$ cat config.mk
export PLATFORM = sky130hd
export DESIGN_NAME = fit_policy_block_allocator
export DESIGN_NICKNAME = d
export VERILOG_FILES = /design/src/design/fpba_pkg.sv /design/src/design/fpba_ram.sv /design/src/design/fpba_ctrl.sv /design/src/design/fpba_dp.sv /design/src/design/fit_policy_block_allocator.sv
export SDC_FILE = /design/constraint.sdc
export NUM_CORES = 2
export LEC_CHECK = 0
export BUFFER_PORTS_ARGS = -buffer_cell sky130_fd_sc_hd__buf_2
export CORE_UTILIZATION = 30
export CTS_CLUSTER_SIZE = 24
export DETAILED_ROUTE_END_ITERATION = 16
export SYNTH_ARGS = -nofsm -noshare
export SYNTH_HDL_FRONTEND = slang
export SYNTH_SLANG_ARGS = --single-unit
$ cat constraint.sdc
create_clock -name clock -period 8.3 [get_ports clock]
set_input_delay 0.83 -clock clock [delete_from_list [all_inputs] [get_ports clock]]
set_output_delay 0.83 -clock clock [all_outputs]
set_load 0.05 [all_outputs]
$ cat src/design/fpba_pkg.sv
// Package for the fit-policy block allocator: sizes, codes, state type,
// and the controller/datapath command and status structs. No dependencies.
package fpba_pkg;
   localparam int MAX_BLOCKS   = 64;
   localparam int SLOT_W       = 6;
   localparam int IDX_W        = 7;
   localparam int HEAP_BYTES   = 65536;
   localparam int HEADER_BYTES = 32;
   localparam int ADDR_W       = 17;
   localparam int ENTRY_W      = 2 * ADDR_W + 1 + IDX_W;
   localparam logic [IDX_W-1:0] NO_SLOT = IDX_W'(MAX_BLOCKS);

   localparam logic [2:0] ST_REUSED = 3'd0;
   localparam logic [2:0] ST_GROWN  = 3'd1;
   localparam logic [2:0] ST_FREED  = 3'd2;
   localparam logic [2:0] ST_NULL   = 3'd3;
   localparam logic [2:0] ST_NOSPC  = 3'd4;
   localparam logic [2:0] ST_BADFRE = 3'd5;

   localparam logic [1:0] FIT_FIRST = 2'd0;
   localparam logic [1:0] FIT_BEST  = 2'd1;
   localparam logic [1:0] FIT_WORST = 2'd2;
   localparam logic [1:0] FIT_NEXT  = 2'd3;

   localparam logic CSR_FIT_MODE   = 1'b0;
   localparam logic CSR_HEAP_LIMIT = 1'b1;

   typedef enum logic [4:0] {
      S_IDLE, S_RD, S_EVAL, S_PICK_RD, S_PICK_EVAL, S_GROW, S_GROW_LINK,
      S_FRD, S_FEVAL, S_FNXT_RD, S_FNXT_EVAL, S_FPRV_RD, S_FPRV_EVAL, S_DONE
   } state_type;

   typedef struct packed {
      logic       load;
      logic       rd_cur;
      logic       rd_pick;
      logic       rd_nxt;
      logic       rd_prev;
      logic       eval;
      logic       pick_eval;
      logic       grow;
      logic       grow_link;
      logic       feval;
      logic       fnxt_eval;
      logic       fprv_eval;
      logic       done;
   } cmd_type;

   typedef struct packed {
      logic       is_free_op;
      logic       is_null;
      logic       scan_end;
      logic       hit_now;
      logic       pass2;
      logic       has_pick;
      logic       found;
      logic       nxt_ok;
      logic       prev_ok;
   } sts_type;

   typedef struct packed {
      logic [ADDR_W-1:0] len;
      logic              free;
      logic [IDX_W-1:0]  link;
      logic [ADDR_W-1:0] off;
   } entry_type;
endpackage

$ cat src/design/fpba_ram.sv
// Generic simple dual-port RAM (one write port, one read port) with registered read.
// No dependencies.
module fpba_ram #(
   parameter int WIDTH = 8,
   parameter int DEPTH = 64
) (
   input  logic                     clock,
   input  logic                     we,
   input  logic [$clog2(DEPTH)-1:0] waddr,
   input  logic [WIDTH-1:0]         wdata,
   input  logic [$clog2(DEPTH)-1:0] raddr,
   output logic [WIDTH-1:0]         rdata
);
   logic [WIDTH-1:0] mem_ff [DEPTH];
   logic [WIDTH-1:0] rdata_ff;

   always_ff @(posedge clock) begin
      if (we) mem_ff[waddr] <= wdata;
      rdata_ff <= mem_ff[raddr];
   end
   assign rdata = rdata_ff;
endmodule

$ cat src/design/fpba_ctrl.sv
// Controller of the fit-policy block allocator: sequences list walks.
// Depends on fpba_pkg.
module fpba_ctrl import fpba_pkg::*; (
   input  logic    clock,
   input  logic    reset,
   input  logic    start,
   input  sts_type sts,
   output cmd_type cmd,
   output logic    busy
);
   state_type state_ff, state_in;

   always_comb begin
      state_in = state_ff;
      case (state_ff)
         S_IDLE: if (start) state_in = S_RD;
         S_RD: begin
            if (sts.is_null) state_in = S_DONE;
            else if (sts.scan_end && !sts.pass2 && !sts.is_free_op) state_in = S_RD;
            else if (sts.scan_end)
               state_in = sts.is_free_op ? S_DONE
                        : (sts.has_pick ? S_PICK_RD : S_GROW);
            else state_in = sts.is_free_op ? S_FEVAL : S_EVAL;
         end
         S_EVAL: state_in = sts.hit_now ? S_PICK_RD : S_RD;
         S_PICK_RD: state_in = S_PICK_EVAL;
         S_PICK_EVAL: state_in = S_DONE;
         S_GROW: state_in = sts.found ? S_GROW_LINK : S_DONE;
         S_GROW_LINK: state_in = S_DONE;
         S_FEVAL: state_in = sts.found ? S_FNXT_RD : S_RD;
         S_FNXT_RD: state_in = S_FNXT_EVAL;
         S_FNXT_EVAL: state_in = S_FPRV_RD;
         S_FPRV_RD: state_in = S_FPRV_EVAL;
         S_FPRV_EVAL: state_in = S_DONE;
         S_DONE: state_in = S_IDLE;
         default: state_in = S_IDLE;
      endcase
   end

   always_comb begin
      cmd = '0;
      case (state_ff)
         S_IDLE:      cmd.load = start;
         S_RD:        cmd.rd_cur = 1'b1;
         S_EVAL:      cmd.eval = 1'b1;
         S_PICK_RD:   cmd.rd_pick = 1'b1;
         S_PICK_EVAL: cmd.pick_eval = 1'b1;
         S_GROW:      cmd.grow = 1'b1;
         S_GROW_LINK: cmd.grow_link = 1'b1;
         S_FEVAL:     cmd.feval = 1'b1;
         S_FNXT_RD:   cmd.rd_nxt = 1'b1;
         S_FNXT_EVAL: cmd.fnxt_eval = 1'b1;
         S_FPRV_RD:   cmd.rd_prev = 1'b1;
         S_FPRV_EVAL: cmd.fprv_eval = 1'b1;
         S_DONE:      cmd.done = 1'b1;
         default:     cmd = '0;
      endcase
   end

   always_ff @(posedge clock) begin
      if (reset) state_ff <= S_IDLE;
      else state_ff <= state_in;
   end
   assign busy = (state_ff != S_IDLE);

   a_done_ends: assert property (@(posedge clock) disable iff (reset)
      cmd.done |=> !busy) else $error("done not followed by idle");
   a_load_idle: assert property (@(posedge clock) disable iff (reset)
      cmd.load |=> state_ff == S_RD) else $error("load did not start walk");
   a_one_cmd: assert property (@(posedge clock) disable iff (reset)
      $onehot0(cmd)) else $error("more than one command");
endmodule

$ cat src/design/fpba_dp.sv
// Datapath of the fit-policy block allocator: block table RAM, list
// registers, fit evaluation and result. Depends on fpba_pkg, fpba_ram.
module fpba_dp import fpba_pkg::*; (
   input  logic              clock,
   input  logic              reset,
   input  cmd_type           cmd,
   output sts_type           sts,
   input  logic              req_func,
   input  logic [ADDR_W-1:0] req_request_size,
   input  logic [ADDR_W-1:0] req_block_address,
   input  logic              csr_we,
   input  logic              csr_sel,
   input  logic [ADDR_W-1:0] csr_wdata,
   output logic              rsp_valid,
   output logic [2:0]        rsp_status,
   output logic [ADDR_W-1:0] rsp_data_address,
   output logic [ADDR_W-1:0] rsp_granted_size,
   output logic [1:0]        rsp_merges
);
   logic [1:0]              fit_mode_ff;
   logic [ADDR_W-1:0]       heap_limit_ff;
   logic [MAX_BLOCKS-1:0]   in_use_ff;
   logic [IDX_W-1:0]        head_ff, tail_ff, resume_ff;
   logic [ADDR_W:0]         top_ff;
   logic                    func_ff;
   logic [ADDR_W-1:0]       need_ff, addr_ff;
   logic                    null_ff;
   logic [IDX_W-1:0]        cur_ff, prev_ff, pick_ff, start_ff;
   logic [ADDR_W-1:0]       gap_ff;
   logic                    has_pick_ff, pass2_ff, found_ff;
   logic [IDX_W:0]          steps_ff;
   logic [1:0]              merges_ff;
   logic [ADDR_W:0]         flen_ff;
   entry_type               curent_ff;
   logic                    rv_ff;
   logic [2:0]              rst_ff;
   logic [ADDR_W-1:0]       rda_ff, rgs_ff;
   logic [1:0]              rmg_ff;

   logic                    we;
   logic [SLOT_W-1:0]       waddr, raddr;
   entry_type               wdata, rd;
   logic [IDX_W-1:0]        rd_link;
   logic [ADDR_W:0]         need_in;
   logic [ADDR_W-1:0]       gap;
   logic                    fits;
   logic [IDX_W-1:0]        walk_idx, first_idx, nstart;
   logic                    any_free;
   logic [SLOT_W-1:0]       free_slot;
   logic [ADDR_W+1:0]       grow_end;
   logic [ADDR_W-1:0]       limit;
   logic [ADDR_W:0]         merged_len;

   fpba_ram #(.WIDTH(ENTRY_W), .DEPTH(MAX_BLOCKS)) u_ram (
      .clock(clock), .we(we), .waddr(waddr), .wdata(wdata),
      .raddr(raddr), .rdata(rd));

   assign rd_link  = rd.link[IDX_W-1] ? NO_SLOT : rd.link;
   assign need_in  = ((ADDR_W+1)'(req_request_size - 1'b1) >> 2 << 2)
                     + (ADDR_W+1)'(4);
   assign gap      = rd.len - need_ff;
   assign fits     = rd.free && (rd.len >= need_ff);
   assign nstart   = (resume_ff[IDX_W-1] || !in_use_ff[resume_ff[SLOT_W-1:0]])
                     ? head_ff : resume_ff;
   assign first_idx = (fit_mode_ff == FIT_NEXT) ? nstart : head_ff;
   assign walk_idx = cur_ff;
   assign limit    = (heap_limit_ff < ADDR_W'(HEAP_BYTES)) ? heap_limit_ff
                     : ADDR_W'(HEAP_BYTES);
   assign grow_end = (ADDR_W+2)'(top_ff) + (ADDR_W+2)'(HEADER_BYTES)
                     + (ADDR_W+2)'(need_ff);
   assign merged_len = (ADDR_W+1)'(rd.len) + (ADDR_W+1)'(HEADER_BYTES) + flen_ff;

   always_comb begin
      any_free  = 1'b0;
      free_slot = '0;
      for (int i = MAX_BLOCKS - 1; i >= 0; i--) begin
         if (!in_use_ff[i]) begin
            any_free  = 1'b1;
            free_slot = SLOT_W'(i);
         end
      end
   end

   always_comb begin
      raddr = walk_idx[SLOT_W-1:0];
      if (cmd.rd_pick) raddr = pick_ff[SLOT_W-1:0];
      if (cmd.rd_nxt)  raddr = curent_ff.link[SLOT_W-1:0];
      if (cmd.rd_prev) raddr = prev_ff[SLOT_W-1:0];
      if (cmd.grow)    raddr = tail_ff[SLOT_W-1:0];
   end

   always_comb begin
      sts = '0;
      sts.is_free_op = func_ff;
      sts.is_null    = null_ff;
      sts.scan_end   = cur_ff[IDX_W-1] || steps_ff[IDX_W] ||
                       (pass2_ff && steps_ff != '0 && cur_ff == start_ff);
      sts.hit_now    = fits && (fit_mode_ff == FIT_FIRST || fit_mode_ff == FIT_NEXT);
      sts.pass2      = pass2_ff;
      sts.has_pick   = has_pick_ff;
      sts.found      = cmd.grow ? (any_free && grow_end <= (ADDR_W+2)'(limit))
                       : (ADDR_W+1)'(rd.off) + (ADDR_W+1)'(HEADER_BYTES) ==
                         (ADDR_W+1)'(addr_ff) && !rd.free;
   end

   always_comb begin
      we    = 1'b0;
      waddr = cur_ff[SLOT_W-1:0];
      wdata = rd;
      if (cmd.pick_eval) begin
         we = 1'b1; waddr = pick_ff[SLOT_W-1:0]; wdata.free = 1'b0;
      end
      if (cmd.grow && sts.found) begin
         we = 1'b1; waddr = free_slot;
         wdata.len = need_ff; wdata.free = 1'b0; wdata.link = NO_SLOT;
         wdata.off = top_ff[ADDR_W-1:0];
      end
      if (cmd.grow_link && !tail_ff[IDX_W-1]) begin
         we = 1'b1; waddr = tail_ff[SLOT_W-1:0]; wdata = rd;
         wdata.link = cur_ff;
      end
      if (cmd.feval && sts.found) begin
         we = 1'b1; wdata.free = 1'b1;
      end
      if (cmd.fnxt_eval) begin
         we = 1'b1; wdata = curent_ff; wdata.free = 1'b1;
         if (rd.free && !curent_ff.link[IDX_W-1]) begin
            wdata.len  = ADDR_W'(merged_len);
            wdata.link = rd_link;
         end
      end
      if (cmd.fprv_eval && !prev_ff[IDX_W-1] && rd.free) begin
         we = 1'b1; waddr = prev_ff[SLOT_W-1:0]; wdata = rd;
         wdata.len  = ADDR_W'(merged_len);
         wdata.link = curent_ff.link;
      end
   end

   always_ff @(posedge clock) begin
      if (reset) begin
         fit_mode_ff   <= FIT_FIRST;
         heap_limit_ff <= ADDR_W'(HEAP_BYTES);
         in_use_ff     <= '0;
         head_ff       <= NO_SLOT;
         tail_ff       <= NO_SLOT;
         resume_ff     <= NO_SLOT;
         top_ff        <= '0;
         rv_ff         <= 1'b0;
      end else begin
         rv_ff <= cmd.done;
         if (csr_we) begin
            if (csr_sel == CSR_FIT_MODE) fit_mode_ff <= csr_wdata[1:0];
            else heap_limit_ff <= csr_wdata;
         end
         if (cmd.load) begin
            func_ff   <= req_func;
            need_ff   <= need_in[ADDR_W-1:0];
            addr_ff   <= req_block_address;
            null_ff   <= req_func ? (req_block_address == '0) : (req_request_size == '0);
            cur_ff    <= (req_func) ? head_ff : first_idx;
            start_ff  <= first_idx;
            prev_ff   <= NO_SLOT;
            pass2_ff  <= (fit_mode_ff != FIT_NEXT) || (first_idx == head_ff);
            has_pick_ff <= 1'b0;
            steps_ff  <= '0;
            merges_ff <= '0;
            rst_ff    <= (req_func ? (req_block_address == '0) : (req_request_size == '0))
                         ? ST_NULL : (req_func ? ST_BADFRE : ST_NOSPC);
            rda_ff    <= '0;
            rgs_ff    <= '0;
         end
         if (cmd.rd_cur && sts.scan_end && !null_ff && !pass2_ff && !func_ff) begin
            pass2_ff <= 1'b1;
            cur_ff   <= head_ff;
            steps_ff <= '0;
         end
         if (cmd.eval) begin
            curent_ff <= rd;
            if (fits && (!has_pick_ff || (fit_mode_ff == FIT_BEST && gap < gap_ff)
                  || (fit_mode_ff == FIT_WORST && gap > gap_ff)
                  || fit_mode_ff == FIT_FIRST || fit_mode_ff == FIT_NEXT)) begin
               pick_ff <= cur_ff; gap_ff <= gap; has_pick_ff <= 1'b1;
            end
            cur_ff   <= rd_link;
            steps_ff <= steps_ff + 1'b1;
         end
         if (cmd.pick_eval) begin
            resume_ff <= rd_link;
            rst_ff    <= ST_REUSED;
            rda_ff    <= rd.off + ADDR_W'(HEADER_BYTES);
            rgs_ff    <= rd.len;
         end
         if (cmd.grow && sts.found) begin
            in_use_ff[free_slot] <= 1'b1;
            cur_ff    <= {1'b0, free_slot};
            if (tail_ff[IDX_W-1]) head_ff <= {1'b0, free_slot};
            top_ff    <= grow_end[ADDR_W:0];
            resume_ff <= NO_SLOT;
            rst_ff    <= ST_GROWN;
            rda_ff    <= top_ff[ADDR_W-1:0] + ADDR_W'(HEADER_BYTES);
            rgs_ff    <= need_ff;
         end
         if (cmd.grow_link) tail_ff <= cur_ff;
         if (cmd.feval) begin
            curent_ff <= {rd.len, rd.free, rd_link, rd.off};
            if (sts.found) begin
               rst_ff  <= ST_FREED;
               flen_ff <= (ADDR_W+1)'(rd.len);
            end else begin
               prev_ff  <= cur_ff;
               cur_ff   <= rd_link;
               steps_ff <= steps_ff + 1'b1;
            end
         end
         if (cmd.fnxt_eval) begin
            if (rd.free && !curent_ff.link[IDX_W-1]) begin
               in_use_ff[curent_ff.link[SLOT_W-1:0]] <= 1'b0;
               if (tail_ff == curent_ff.link) tail_ff <= cur_ff;
               if (resume_ff == curent_ff.link) resume_ff <= cur_ff;
               flen_ff <= merged_len;
               curent_ff.link <= rd_link;
               merges_ff <= merges_ff + 1'b1;
            end
         end
         if (cmd.fprv_eval) begin
            if (!prev_ff[IDX_W-1] && rd.free) begin
               in_use_ff[cur_ff[SLOT_W-1:0]] <= 1'b0;
               if (tail_ff == cur_ff) tail_ff <= prev_ff;
               if (resume_ff == cur_ff) resume_ff <= prev_ff;
               rgs_ff <= merged_len[ADDR_W-1:0];
               merges_ff <= merges_ff + 1'b1;
            end else begin
               rgs_ff <= flen_ff[ADDR_W-1:0];
            end
         end
         if (cmd.done) rmg_ff <= merges_ff;
      end
   end

   assign rsp_valid        = rv_ff;
   assign rsp_status       = rst_ff;
   assign rsp_data_address = rda_ff;
   assign rsp_granted_size = rgs_ff;
   assign rsp_merges       = rmg_ff;

   a_grow_top: assert property (@(posedge clock) disable iff (reset)
      (cmd.grow && sts.found) |=> top_ff > $past(top_ff))
      else $error("heap top did not grow");
   a_rsp_null: assert property (@(posedge clock) disable iff (reset)
      (rsp_valid && rsp_status == ST_NULL) |-> rsp_data_address == '0)
      else $error("null item returned an address");
   a_merges: assert property (@(posedge clock) disable iff (reset)
      (rsp_valid && rsp_status != ST_FREED) |-> rsp_merges == '0)
      else $error("merges on non-free item");
endmodule

$ cat src/design/fit_policy_block_allocator.sv
// Top level of the fit-policy block allocator.
// Depends on fpba_pkg, fpba_ctrl, fpba_dp.
//  channel | direction | handshake           | payload
//  req     | in        | start & !busy       | func, request_size, block_address
//  rsp     | out       | rsp_valid, 1 cycle  | status, data_address, granted_size, merges
//  csr     | in        | valid & ready       | index, data
// An item takes one RAM read and one compare per table entry walked, one more
// read where the walk runs out (one per pass where next fit wraps), then the
// finishing states and a done state before start is taken again.
// Reset clears list pointers, slot use bits, heap top, rsp_valid; resets the CSRs.
// The result strobe lasts one cycle; the receiver cannot stall it.
module fit_policy_block_allocator import fpba_pkg::*; (
   input  logic              clock,
   input  logic              reset,
   input  logic              start,
   output logic              busy,
   input  logic              req_func,
   input  logic [ADDR_W-1:0] req_request_size,
   input  logic [ADDR_W-1:0] req_block_address,
   output logic              rsp_valid,
   output logic [2:0]        rsp_status,
   output logic [ADDR_W-1:0] rsp_data_address,
   output logic [ADDR_W-1:0] rsp_granted_size,
   output logic [1:0]        rsp_merges,
   input  logic              csr_valid,
   output logic              csr_ready,
   input  logic              csr_index,
   input  logic [ADDR_W-1:0] csr_data
);
   cmd_type cmd;
   sts_type sts;

   assign csr_ready = 1'b1;

   fpba_ctrl u_ctrl (
      .clock(clock), .reset(reset), .start(start), .sts(sts), .cmd(cmd), .busy(busy));

   fpba_dp u_dp (
      .clock(clock), .reset(reset), .cmd(cmd), .sts(sts),
      .req_func(req_func), .req_request_size(req_request_size),
      .req_block_address(req_block_address),
      .csr_we(csr_valid), .csr_sel(csr_index), .csr_wdata(csr_data),
      .rsp_valid(rsp_valid), .rsp_status(rsp_status),
      .rsp_data_address(rsp_data_address), .rsp_granted_size(rsp_granted_size),
      .rsp_merges(rsp_merges));
endmodule
==> reports/metrics.cfg <==
[sta]
worst_pin_slew_ns = 1.27
rsz0062_at_grt = no
relSlewSlack_pct = 14.8
fin_tns_setup_ns = 0
drv_slew = 0
finClkSkew_ns = 0.0657
period_share_pct = 93.2
layout_min_cycle_time_ns = 7.74
finalWorstSetupSlack_ns = 0.561
max_freq_mhz = 129
setup_viol = 0
hold_viol_final = 0

[clocking]
clock_sinks = 3042
htree_levels = 5
clock_path_buffers = 4
cts_tree = built
clkTransAtPathRegs_ns = 0.06
numCtsBuffers = 321
clock_latency_ns = 0.89
holdBufCountCts = 0
cts_resized = 0
clockRootBuffer = clkbuf_16
post-cts-setup-buffers = 0

[job]
drv_cap = 0

[power_and_ir_drop]
max-vdd-ir-drop_mv = 0.270
total_power_mw = 49.6
power_density_mw_per_mm2 = 337
p_leak_nw = 46.7

[synth]
async_reset_ff_share_pct = 0
yosys_warnings = 0
synthDistinctLibCells = 101
synth_nets = 10000
netlist_area_sq_mm = 0.128
syn-instance-count = 9862
synth_edf_count = 2875
ys_ff_latch = 3042
syn_area_per_cell_sq_um = 13.0
yosys_most_used_dff = edfxtp_1
synth_seq_area_share_pct = 70.0

[layout]
syn2layout_area_growth_pct = 14.9
fill_cells = 40600
num-nets-final = 10100
multi_input_area_sq_mm = 0.0363
ff_latch_area_sq_mm = 0.0897
drive_above_1_share_pct = 10.5

[global_routing]
grt_pass1_vias = 78500
grt_max_degree = 154
grt_usage_pct = 16.9
grt_pass1_wl_um = 549000
grt.overflow.total = 0
antenna_found_initial = 15

[worst_setup_path]
crit_end = u_dp.u_ram.mem_ff[60][5]$_DFFE_PP_
crit_fanout = 22
worst-path-buf-inv = 3
r2r_start = u_dp.need_ff[5]$_DFFE_PP_
crit_slowest_cell = or4_1
worstSetupStartpointType = register
worstPathRequired_ns = 8.79
end_kind = register
ff2ff_path_depth = 22
cp-startpoint = u_dp.need_ff[5]$_DFFE_PP_
worst-path-stages = 22
worstSetupPathType = register to register
rrSetupSlack_ns = 0.56
crit_chain = inv_1 -> ha_1 -> inv_1 -> ha_1 -> and3_1 -> a221o_1 -> nor4_1 -> o21bai_1 -> a21oi_1 -> xnor2_1 -> ha_1 -> nand3_1 -> or4_1 -> or3_1 -> o311ai_1 -> o2111a_1 -> and3_2 -> a21oi_1 -> o211a_1 -> or4_1 -> nor2_4 -> buf_4
crit_arrival_ns = 8.22
path_delay_family = simple AND/OR/NAND/NOR gates
cpMostUsedCell = ha_1
reg2reg_to = u_dp.u_ram.mem_ff[60][5]$_DFFE_PP_
cpPeakStageDelay_ns = 0.75

[place]
portBuffers = 97
hpwlAfterDp_um = 229000
gp_congestion = 0.889
post-place-ws_ns = 0.694

[routing]
drt-pass1-iter-count = 7
viasPerCell = 5.36
via_count = 84800
drtAntennaViolNets = 0
initialDrtViolationCount = 10600
wl_um = 379000
routedWlPerCell_um = 23.9
route.detailed.drc = 0

[die]
rows = 239
coreArea_sq_mm = 0.424
die_h_um = 655
die_area_sq_mm = 0.430
dieWidth_um = 655
io_pins = 99
start_util_pct = 30.2

[status]
status = completed

[worst_hold_path]
holdCritPathClass = input port to register

==> stage by stage <==
stage          hold WS, ns  cell area [sq um]  util (%)  std cells
3_3_place_gp         0.443             137000      32.4      15200
4_1_cts              0.132             147000      34.7      15800
5_1_grt              0.157             147000      34.7      15800
3_5_place_dp         0.450             137000      32.4      15200
6_report             0.192             147000      34.7      15800
2_1_floorplan        0.436             128000         -       9862
==> cells in the final DEF, fill, tap and decap left out, types with 25 or more instances in the layout <==
master / instances
mux2i_1: 30
a21oi_1: 626
clkinv_1: 62
xnor2_1: 58
dfxtp_1: 167
a21o_1: 26
clkbuf_16: 329
nand2_1: 1649
nor2b_1: 55
nand3_1: 67
a31oi_1: 439
nor4_1: 60
ha_1: 117
clkinv_2: 44
a311oi_1: 259
and3_1: 25
inv_1: 86
and2_1: 679
nor2_1: 252
edfxtp_1: 2875
buf_12: 83
o21ai_0: 186
nor3_1: 97
a211oi_1: 780
nand2b_1: 25
buf_4: 242
xor2_1: 74
o22ai_1: 78
nand4_1: 51
buf_2: 96
clkbuf_1: 82
nor2_4: 44
==> per-layer routing <==
layer | share of wire (%) | wire, um | global-route usage (%) | up-vias
met2 | 43 | 164000 | 25.0 | 3940
li1 | - | - | - | 37800
met5 | 0.0071 | 27 | 0 | -
met1 | 45 | 170000 | 25.4 | 42500
met4 | 2.9 | 11000 | 5.01 | 4
met3 | 8.8 | 33500 | 2.64 | 610
==> worst min path at each step <==
stage	start	endpoint	slack (ns)	cells after the start
floorplan	u_dp.head_ff[6]$_SDFFE_PP1P_	u_dp.head_ff[6]$_SDFFE_PP1P_	0.44	2
global placement	u_dp.heap_limit_ff[1]$_SDFFE_PP0P_	u_dp.heap_limit_ff[1]$_SDFFE_PP0P_	0.44	2
detailed placement	u_dp.heap_limit_ff[1]$_SDFFE_PP0P_	u_dp.heap_limit_ff[1]$_SDFFE_PP0P_	0.45	2
CTS	req_block_address[15]	u_dp.addr_ff[15]$_DFFE_PP_	0.13	1
global route	req_block_address[7]	u_dp.addr_ff[7]$_DFFE_PP_	0.16	1
finish	req_block_address[1]	u_dp.addr_ff[1]$_DFFE_PP_	0.19	1
==> flip-flops by register name, summed over array words and instances (netlist names), 41 cells and up <==
name / flops
u_dp.curent_ff: 41
u_dp.u_ram.rdata: 42
u_dp.u_ram.mem_ff: 2688
u_dp.in_use_ff: 64
==> cells by family (layout without fill, tap and decap cells) <==
logic type | after synthesis | in the layout | share of synthesized area, %
AND/OR/NAND/NOR | 3127 | 3127 | 11.4
AO/OA/AOI/OAI | 2585 | 2585 | 13.4
adder cells (fa/ha/maj) | 120 | 120 | 1.19
multiplexers | 68 | 68 | 0.744
other | 1 | 4 | 0.00293
flip-flops | 3042 | 3042 | 70.0
buffers and inverters | 787 | 1074 | 2.39
XOR/XNOR | 132 | 132 | 0.902
==> layout make-up <==
cell class,count,area share [%]
diodes,3,0.00510
clock buffers,422,5.90
clock inverters,142,0.778
inverters,88,0.224
multi-input cells,6033,24.7
flip-flops and latches,3042,60.9
well taps,5663,4.81
repair buffers,422,2.69
==> Yosys cell counts (78+ instances only) <==
library cell	n	share of area, %
a31oi_1	442	2.2
a21oi_1	634	2.5
nand2_1	1664	4.9
o21ai_0	191	0.75
a211oi_1	782	4.6
nor3_1	117	0.46
and2_1	680	3.3
inv_1	86	0.25
o22ai_1	78	0.38
ha_1	117	1.1
clkbuf_1	559	1.6
dfxtp_1	167	2.6
nor2_1	300	0.88
a311oi_1	259	1.8
edfxtp_1	2875	67
==> report_power, final <==
part	switching, mW	total (mW)	internal [mW]
clock network	5.89	13.8	7.89
logic	11.9	16.1	4.23
registers	0.458	19.7	19.3
total	18.2	49.6	31.4
(Power assumes the default switching activity.)
